--- src/rtl/ftc_pkg.sv ---
// ----------------------------------------------------------------------------
// ftc_pkg: shared types and constants of the fridge thermostat controller
// Holds the input and result word layouts, command codes, register indexes
// and the reset values of the configuration registers.
// ----------------------------------------------------------------------------
`default_nettype none

package ftc_pkg;

  // One input word: a tick or a door switch change event.
  typedef struct packed {
    logic              command;
    logic              door_open;
    logic signed [11:0] sensed_temp;
    logic [5:0]        dial;
  } ftc_in_t;

  // One result word: the drive levels after the item.
  typedef struct packed {
    logic fan_on;
    logic motor_on;
    logic heater_on;
    logic light_on;
    logic buzzer_on;
  } ftc_out_t;

  // Command codes.
  localparam logic CMD_TICK = 1'b0;
  localparam logic CMD_DOOR = 1'b1;

  // Register indexes (word address bits [4:2]).
  localparam logic [2:0] REG_TARGET_MIN  = 3'd0;
  localparam logic [2:0] REG_TARGET_MAX  = 3'd1;
  localparam logic [2:0] REG_HYST_BAND   = 3'd2;
  localparam logic [2:0] REG_HEATER_LIM  = 3'd3;
  localparam logic [2:0] REG_MOTOR_HOLD  = 3'd4;
  localparam logic [2:0] REG_DOOR_ALARM  = 3'd5;

  // Register reset values.
  localparam logic signed [11:0] TARGET_MIN_RST = 12'sd64;
  localparam logic signed [11:0] TARGET_MAX_RST = 12'sd160;
  localparam logic [7:0]         HYST_BAND_RST  = 8'd16;
  localparam logic [15:0]        HEATER_LIM_RST = 16'd80;
  localparam logic [15:0]        MOTOR_HOLD_RST = 16'd360;
  localparam logic [15:0]        DOOR_ALARM_RST = 16'd120;

  // Door counter wrap on a closed-door tick.
  localparam logic [15:0] DOOR_WRAP_FROM = 16'd65530;
  localparam logic [15:0] DOOR_WRAP_TO   = 16'd7;

  // Width of the exact target arithmetic (scaled by the dial step count).
  localparam int TGT_W = 24;

endpackage

`default_nettype wire

--- src/rtl/fridge_thermostat_controller_unit.sv ---
// ----------------------------------------------------------------------------
// fridge_thermostat_controller_unit: refrigerator thermostat controller
// Runs the door alarm, hysteresis cooling control with minimum hold time,
// the heater pulse and the fan reaction to door events.
// ----------------------------------------------------------------------------
// The block takes one input word per clock cycle while the result side drains,
// and returns one result word for each, in order. A word is accepted into an
// input register; when the result register is empty or being drained, the
// control logic (one small multiply by the dial and a few compares) updates
// the controller state and loads the result register. A stalled result
// register holds the input side back only once the input register is also
// full. Configuration writes take effect for the next word processed.
`default_nettype none

module fridge_thermostat_controller_unit #(
  parameter int DIAL_STEPS = 40
) (
  input  logic             clk,
  input  logic             rst,
  input  logic             in_valid,
  output logic             in_ready,
  input  ftc_pkg::ftc_in_t in_data,
  output logic             out_valid,
  input  logic             out_ready,
  output ftc_pkg::ftc_out_t out_data,
  input  logic             psel,
  input  logic             penable,
  input  logic             pwrite,
  input  logic [4:0]       paddr,
  input  logic [31:0]      pwdata,
  output logic [31:0]      prdata,
  output logic             pready
);

  import ftc_pkg::*;

  localparam logic [7:0] DIAL_OFF = 8'(DIAL_STEPS);

  // Configuration registers.
  logic signed [11:0] target_min;
  logic signed [11:0] target_max;
  logic [7:0]         hysteresis_band;
  logic [15:0]        heater_limit;
  logic [15:0]        motor_hold;
  logic [15:0]        door_alarm_ticks;

  // Input register.
  logic    s1_valid;
  ftc_in_t s1_item;
  logic    advance;

  // Controller state.
  logic [15:0] door_ticks, door_ticks_next;
  logic        alarm_reg, alarm_reg_next;
  logic        cooling_active, cooling_active_next;
  logic [15:0] change_age, change_age_next;
  logic        heat_active, heat_active_next;
  logic [15:0] heat_ticks, heat_ticks_next;
  logic        fan_reg, fan_reg_next;
  logic        motor_reg, motor_reg_next;
  logic        heater_reg, heater_reg_next;

  // Target arithmetic, all scaled by the dial step count.
  logic signed [TGT_W-1:0] steps_w;
  logic signed [TGT_W-1:0] lo_w;
  logic signed [TGT_W-1:0] span_w;
  logic signed [TGT_W-1:0] dial_w;
  logic signed [TGT_W-1:0] temp_w;
  logic signed [TGT_W-1:0] num;
  logic signed [TGT_W-1:0] temp_d;
  logic signed [TGT_W-1:0] hd;
  logic                    too_warm;
  logic                    too_cold;
  logic                    at_target;
  logic                    hold_running;

  assign pready = 1'b1;

  // Configuration writes and reads.
  always_ff @(posedge clk) begin
    if (rst) begin
      target_min       <= TARGET_MIN_RST;
      target_max       <= TARGET_MAX_RST;
      hysteresis_band  <= HYST_BAND_RST;
      heater_limit     <= HEATER_LIM_RST;
      motor_hold       <= MOTOR_HOLD_RST;
      door_alarm_ticks <= DOOR_ALARM_RST;
    end else if (psel && penable && pwrite) begin
      case (paddr[4:2])
        REG_TARGET_MIN: target_min       <= signed'(pwdata[11:0]);
        REG_TARGET_MAX: target_max       <= signed'(pwdata[11:0]);
        REG_HYST_BAND:  hysteresis_band  <= pwdata[7:0];
        REG_HEATER_LIM: heater_limit     <= pwdata[15:0];
        REG_MOTOR_HOLD: motor_hold       <= pwdata[15:0];
        REG_DOOR_ALARM: door_alarm_ticks <= pwdata[15:0];
        default: ;
      endcase
    end
  end

  always_comb begin
    case (paddr[4:2])
      REG_TARGET_MIN: prdata = {20'd0, target_min};
      REG_TARGET_MAX: prdata = {20'd0, target_max};
      REG_HYST_BAND:  prdata = {24'd0, hysteresis_band};
      REG_HEATER_LIM: prdata = {16'd0, heater_limit};
      REG_MOTOR_HOLD: prdata = {16'd0, motor_hold};
      REG_DOOR_ALARM: prdata = {16'd0, door_alarm_ticks};
      default:        prdata = 32'd0;
    endcase
  end

  // Flow control: the input register moves into the result register
  // whenever that one is empty or being drained.
  assign advance  = s1_valid && (!out_valid || out_ready);
  assign in_ready = !s1_valid || advance;

  always_ff @(posedge clk) begin
    if (rst) begin
      s1_valid <= 1'b0;
    end else if (in_ready) begin
      s1_valid <= in_valid;
    end
    if (in_ready && in_valid) begin
      s1_item <= in_data;
    end
  end

  // Exact target compares by cross multiplication.
  always_comb begin
    steps_w  = TGT_W'(DIAL_STEPS);
    lo_w     = TGT_W'(target_min);
    span_w   = TGT_W'(target_max) - lo_w;
    dial_w   = TGT_W'($signed({1'b0, s1_item.dial}));
    temp_w   = TGT_W'(s1_item.sensed_temp);
    num      = lo_w * steps_w + span_w * dial_w;
    temp_d   = temp_w * steps_w;
    hd       = TGT_W'($signed({1'b0, hysteresis_band})) * steps_w;
    too_warm = (temp_d <<< 1) > ((num <<< 1) + hd);
    too_cold = (temp_d <<< 1) < ((num <<< 1) - hd);
    at_target = temp_d >= num;
    hold_running = (change_age != 16'd0) &&
                   ({1'b0, change_age} < ({1'b0, motor_hold} + 17'd1));
  end

  // Next controller state for the word in the input register.
  always_comb begin
    door_ticks_next     = door_ticks;
    alarm_reg_next      = alarm_reg;
    cooling_active_next = cooling_active;
    change_age_next     = change_age;
    heat_active_next    = heat_active;
    heat_ticks_next     = heat_ticks;
    fan_reg_next        = fan_reg;
    motor_reg_next      = motor_reg;
    heater_reg_next     = heater_reg;

    if (s1_item.command == CMD_DOOR) begin
      // Door event: fan stops on opening, restarts on closing if the motor runs.
      if (s1_item.door_open) begin
        fan_reg_next = 1'b0;
      end else if (motor_reg) begin
        fan_reg_next = 1'b1;
      end
      door_ticks_next = 16'd0;
    end else begin
      // Door-open counter and buzzer.
      if (s1_item.door_open) begin
        if (door_ticks < door_alarm_ticks) begin
          door_ticks_next = door_ticks + 16'd1;
        end else begin
          alarm_reg_next = 1'b1;
        end
      end else begin
        alarm_reg_next = 1'b0;
        if (door_ticks == DOOR_WRAP_FROM) begin
          door_ticks_next = DOOR_WRAP_TO;
        end else begin
          door_ticks_next = door_ticks + 16'd1;
        end
      end

      if ({2'b00, s1_item.dial} == DIAL_OFF) begin
        // Dial at off: fan, motor and heater stop, cooling mode is kept.
        fan_reg_next     = 1'b0;
        motor_reg_next   = 1'b0;
        heater_reg_next  = 1'b0;
        heat_active_next = 1'b0;
        change_age_next  = 16'd0;
      end else begin
        // Hysteresis switching with minimum hold time.
        if (hold_running) begin
          change_age_next = change_age + 16'd1;
        end else if (!s1_item.door_open && too_warm && !cooling_active) begin
          cooling_active_next = 1'b1;
          change_age_next     = 16'd1;
        end else if (too_cold && cooling_active) begin
          cooling_active_next = 1'b0;
          change_age_next     = 16'd1;
        end

        if (cooling_active_next) begin
          if (!s1_item.door_open) begin
            fan_reg_next = 1'b1;
          end
          motor_reg_next   = 1'b1;
          heater_reg_next  = 1'b0;
          heat_active_next = 1'b0;
        end else begin
          fan_reg_next   = 1'b0;
          motor_reg_next = 1'b0;
          // Heater pulse, cut short once at target past half its length.
          if (at_target && (heat_ticks > (heater_limit >> 1))) begin
            heater_reg_next  = 1'b0;
            heat_active_next = 1'b0;
          end else begin
            heat_active_next = 1'b1;
            if (heat_active) begin
              if (heat_ticks > heater_limit) begin
                heater_reg_next = 1'b0;
              end else begin
                heat_ticks_next = heat_ticks + 16'd1;
              end
            end else begin
              // A fresh pulse starts at zero, which never exceeds the limit.
              heater_reg_next = 1'b1;
              heat_ticks_next = 16'd1;
            end
          end
        end
      end
    end
  end

  // State and result registers; the light follows the latched door level.
  always_ff @(posedge clk) begin
    if (rst) begin
      door_ticks     <= 16'd0;
      alarm_reg      <= 1'b0;
      cooling_active <= 1'b0;
      change_age     <= 16'd0;
      heat_active    <= 1'b0;
      heat_ticks     <= 16'd0;
      fan_reg        <= 1'b0;
      motor_reg      <= 1'b0;
      heater_reg     <= 1'b0;
      out_valid      <= 1'b0;
    end else begin
      if (advance) begin
        door_ticks     <= door_ticks_next;
        alarm_reg      <= alarm_reg_next;
        cooling_active <= cooling_active_next;
        change_age     <= change_age_next;
        heat_active    <= heat_active_next;
        heat_ticks     <= heat_ticks_next;
        fan_reg        <= fan_reg_next;
        motor_reg      <= motor_reg_next;
        heater_reg     <= heater_reg_next;
        out_valid      <= 1'b1;
      end else if (out_ready) begin
        out_valid <= 1'b0;
      end
    end
    if (advance) begin
      out_data.fan_on    <= fan_reg_next;
      out_data.motor_on  <= motor_reg_next;
      out_data.heater_on <= heater_reg_next;
      out_data.light_on  <= s1_item.door_open;
      out_data.buzzer_on <= alarm_reg_next;
    end
  end

endmodule

`default_nettype wire

--- config.mk ---
export PLATFORM = sky130hd
export DESIGN_NAME = fridge_thermostat_controller_unit
export DESIGN_NICKNAME = d
export VERILOG_FILES = /design/src/rtl/ftc_pkg.sv /design/src/rtl/fridge_thermostat_controller_unit.sv
export SDC_FILE = /design/constraint.sdc
export NUM_CORES = 1
export LEC_CHECK = 0
export ABC_AREA = 1
export BUFFER_PORTS_ARGS = -buffer_cell sky130_fd_sc_hd__buf_2
export CORE_MARGIN = 2
export CORE_UTILIZATION = 55
export CTS_BUF_LIST = sky130_fd_sc_hd__clkbuf_2
export DETAILED_ROUTE_END_ITERATION = 8
export PLACE_DENSITY = 0.73
export SLEW_MARGIN = 15
export SYNTH_ARGS = -nofsm -noshare
export SYNTH_HDL_FRONTEND = slang
export SYNTH_SLANG_ARGS = --single-unit
--- constraint.sdc ---
create_clock -name clk -period 9.75 [get_ports clk]
set_input_delay 0 -clock clk [delete_from_list [all_inputs] [get_ports clk]]
set_output_delay 0 -clock clk [all_outputs]
set_load 0.02 [all_outputs]
==> out/results.ini <==
[cts]
clkLatencyLatePin_ns = 0.81
cts_tree = yes
cts_root_buffer = clkbuf_2
cts_buffers = 17
h-tree-depth = 4
path_clk_slew_ns = 0.28
clk_path_buf_depth = 2
cts.sinks = 161

[placed_design]
gp_congestion = 0.958
dp.cells = 2807
hpwl_mm = 36.7
port_buffers = 68

[final_layout]
mostFrequentLayoutCells = nand2_1 (400), inv_1 (394), nor2_1 (257), ha_1 (243), a21oi_1 (215)
final_util_pct = 62.3
fin_cells = 2928
seqCellArea_sq_um = 3490
multiInputGateArea_sq_um = 12200
nNetsFinal = 2911
syn_to_final_growth_pct = 11.0
drive_gt1_share_pct = 7.86
fill_cells = 2794
layout_commonest_cell = nand2_1

[global_route]
antenna_found_initial = 1
grt.total_usage_pct = 28.5
grtUsageMet1_pct = 35.8
grt_pass1_vias = 15700
grt_pass1_wl_mm = 76.4
top_usage_layer = met2
met3_usage_pct = 2.70
grt_max_degree = 95
gr-total-overflow = 0
grtUsageMet2_pct = 50.6

[setup_path]
r2r-end = out_data[2]
r2r_cells = 52
start_kind = flop
crit_arrival_ns = 9.77
worst-path-max-fanout = 6
critPathBufInv = 8
crit_slowest_cell = fa_1
cp.depth = 52
critPathRequiredTime_ns = 10.31
cp_slowest_stage_delay_ns = 0.56
cp_common_cell = nand2_1
crit_type = flop to flop
r2r-start = target_min[7]
reg2reg_slack_ns = 0.54
crit_family = adder cells
cp-end-kind = flop

[synthesis]
ys.warnings.count = 0
synth_top_cell_by_area = ha_1
seq_area_frac_synth_pct = 20.2
ys_ff_latch = 161
netlist_area_sq_um = 17200
syn_inst = 2383
synth_edf_count = 25
synth_flop_cell = dfxtp_1
synth.top_cell.area_share_pct = 18.3
synthTopCellsByArea = ha_1 (18%), dfxtp_1 (16%), fa_1 (9.0%)
syn_avg_cell_area_sq_um = 7.22
synth.distinct_cells = 57
async_flop_share_pct = 0

[job]
max_cap_violations = 0

[timing]
period_share_pct = 94.5
finClkSkew_ns = 0.0606
final-max-slew-violation-count = 0
relSlewSlack_pct = 26.5
period_needed_ns = 9.21
fin_setup_tns_ns = 0
hold_viol_final = 0
setup_violations = 0
fmax_ghz = 0.109
tightest_slew_ns = 1.10

[routing]
vias_per_cell = 5.49
drtIter0Drc = 1093
drc_errors = 0
first_pass_iters = 7
drt_wl_total_mm = 46.8
wl_per_cell_microns = 16.0
antenna_left = 0
vias = 16100

[floorplanning]
num_rows = 64
die-area_sq_um = 32700
start_util_pct = 56.1
ios = 104
core-area_sq_um = 30700
die_h_microns = 181
die_w_microns = 181

[power]
sw_frac_of_total_pct = 51.8
p_int_w = 0.00177
power_leakage_nw = 9.43
p_clk_share_pct = 9.0
power_frac_comb_pct = 70.1
power_switching_w = 0.00190
vdd_drop_max_uv = 131
seqPwrFrac_pct = 20.9
totalPowerFinal_w = 0.00366
powerDensity_nw_per_um2 = 192

[hold_path]
min_to = heater_limit[15]
hp-start = pwdata[15]
min_path_type = input port to flop
holdPathStages = 4

[status]
status = completed

-- final cells by class --
| cell class | instances | area share, % |
|---|---|---|
| antenna | 1 | 0.0131 |
| clock buffer | 19 | 0.498 |
| clock inverter | 13 | 0.452 |
| inverter | 402 | 7.92 |
| multi-input combinational | 1773 | 63.7 |
| sequential | 161 | 18.2 |
| tap | 396 | 2.59 |
| timing repair buffer | 163 | 6.56 |
-- metal layers --
metal  wire length [microns]  share of wire, %
met1                   19800                42
met5                       0                 0
met3                    2340               5.0
met2                   22800                49
met4                    1880               4.0
-- worst max path at each step --
stage,startpoint,endpoint,slack (ns)
after floorplan,target_max[0],heat_ticks[14],1.40
after global placement,target_max[0],heat_ticks[3],0.40
after detailed placement,target_max[0],heat_ticks[8],0.20
after CTS,target_max[0],heat_ticks[9],0.14
after global routing,target_min[5],out_data[2],-0.12
final,target_min[7],out_data[2],0.54
-- kinds of logic (layout without fill, tap and decap cells) --
group	after synthesis	after routing	share of synthesized area [%]
xor+xnor	111	111	5.78
other cells	2	18	0.0436
simple gates	862	865	21.4
fa+ha+maj	329	329	27.3
compound gates	451	451	14.5
buf+inv	467	597	10.8
flops	161	161	20.2
-- power by group through the flow --
stage	logic [W]	clock network (W)	registers (W)
after floorplan	0.00184	0	0.000761
after global placement	0.00230	0	0.000776
after detailed placement	0.00237	0	0.000778
after CTS	0.00241	0.000335	0.000764
after global routing	0.00296	0.000358	0.000769
final	0.00257	0.000331	0.000765
-- worst min-delay path: stages --
cell,delay [ns]
dlygate4sd3_1,0.52
buf_2,0.13
o21ai_1,0.07
a21oi_1,0.10
-- Yosys cell counts (all sizes together) (15+ instances only) --
library cell    n
xor2           81
dfxtp         136
xnor2          30
buf            28
nor2          263
inv           400
nand3          86
edfxtp         25
o21bai         15
a21oi         223
nor3           39
nand2         411
clkbuf         37
nand4          40
o21ai         145
fa             77
ha            252
-- per-stage QoR --
step           hold slack (ns)  area (sq um)  setup WS, ns
3_3_place_gp             0.176         17800         0.396
4_1_cts                0.00676         18800         0.139
3_5_place_dp             0.178         17800         0.195
5_1_grt                 0.0498         19100        -0.123
2_1_floorplan           0.0989         17300          1.40
6_report                0.0587         19100         0.540
-- timing repair --
action	4_1_cts	5_1_grt
hold buffers	80	0
resized for setup	0	51
endpoints found under the hold margin	126	0
setup buffers	0	5
setup endpoints to repair	0	40
No activity file was read; power rests on OpenSTA's default activity.
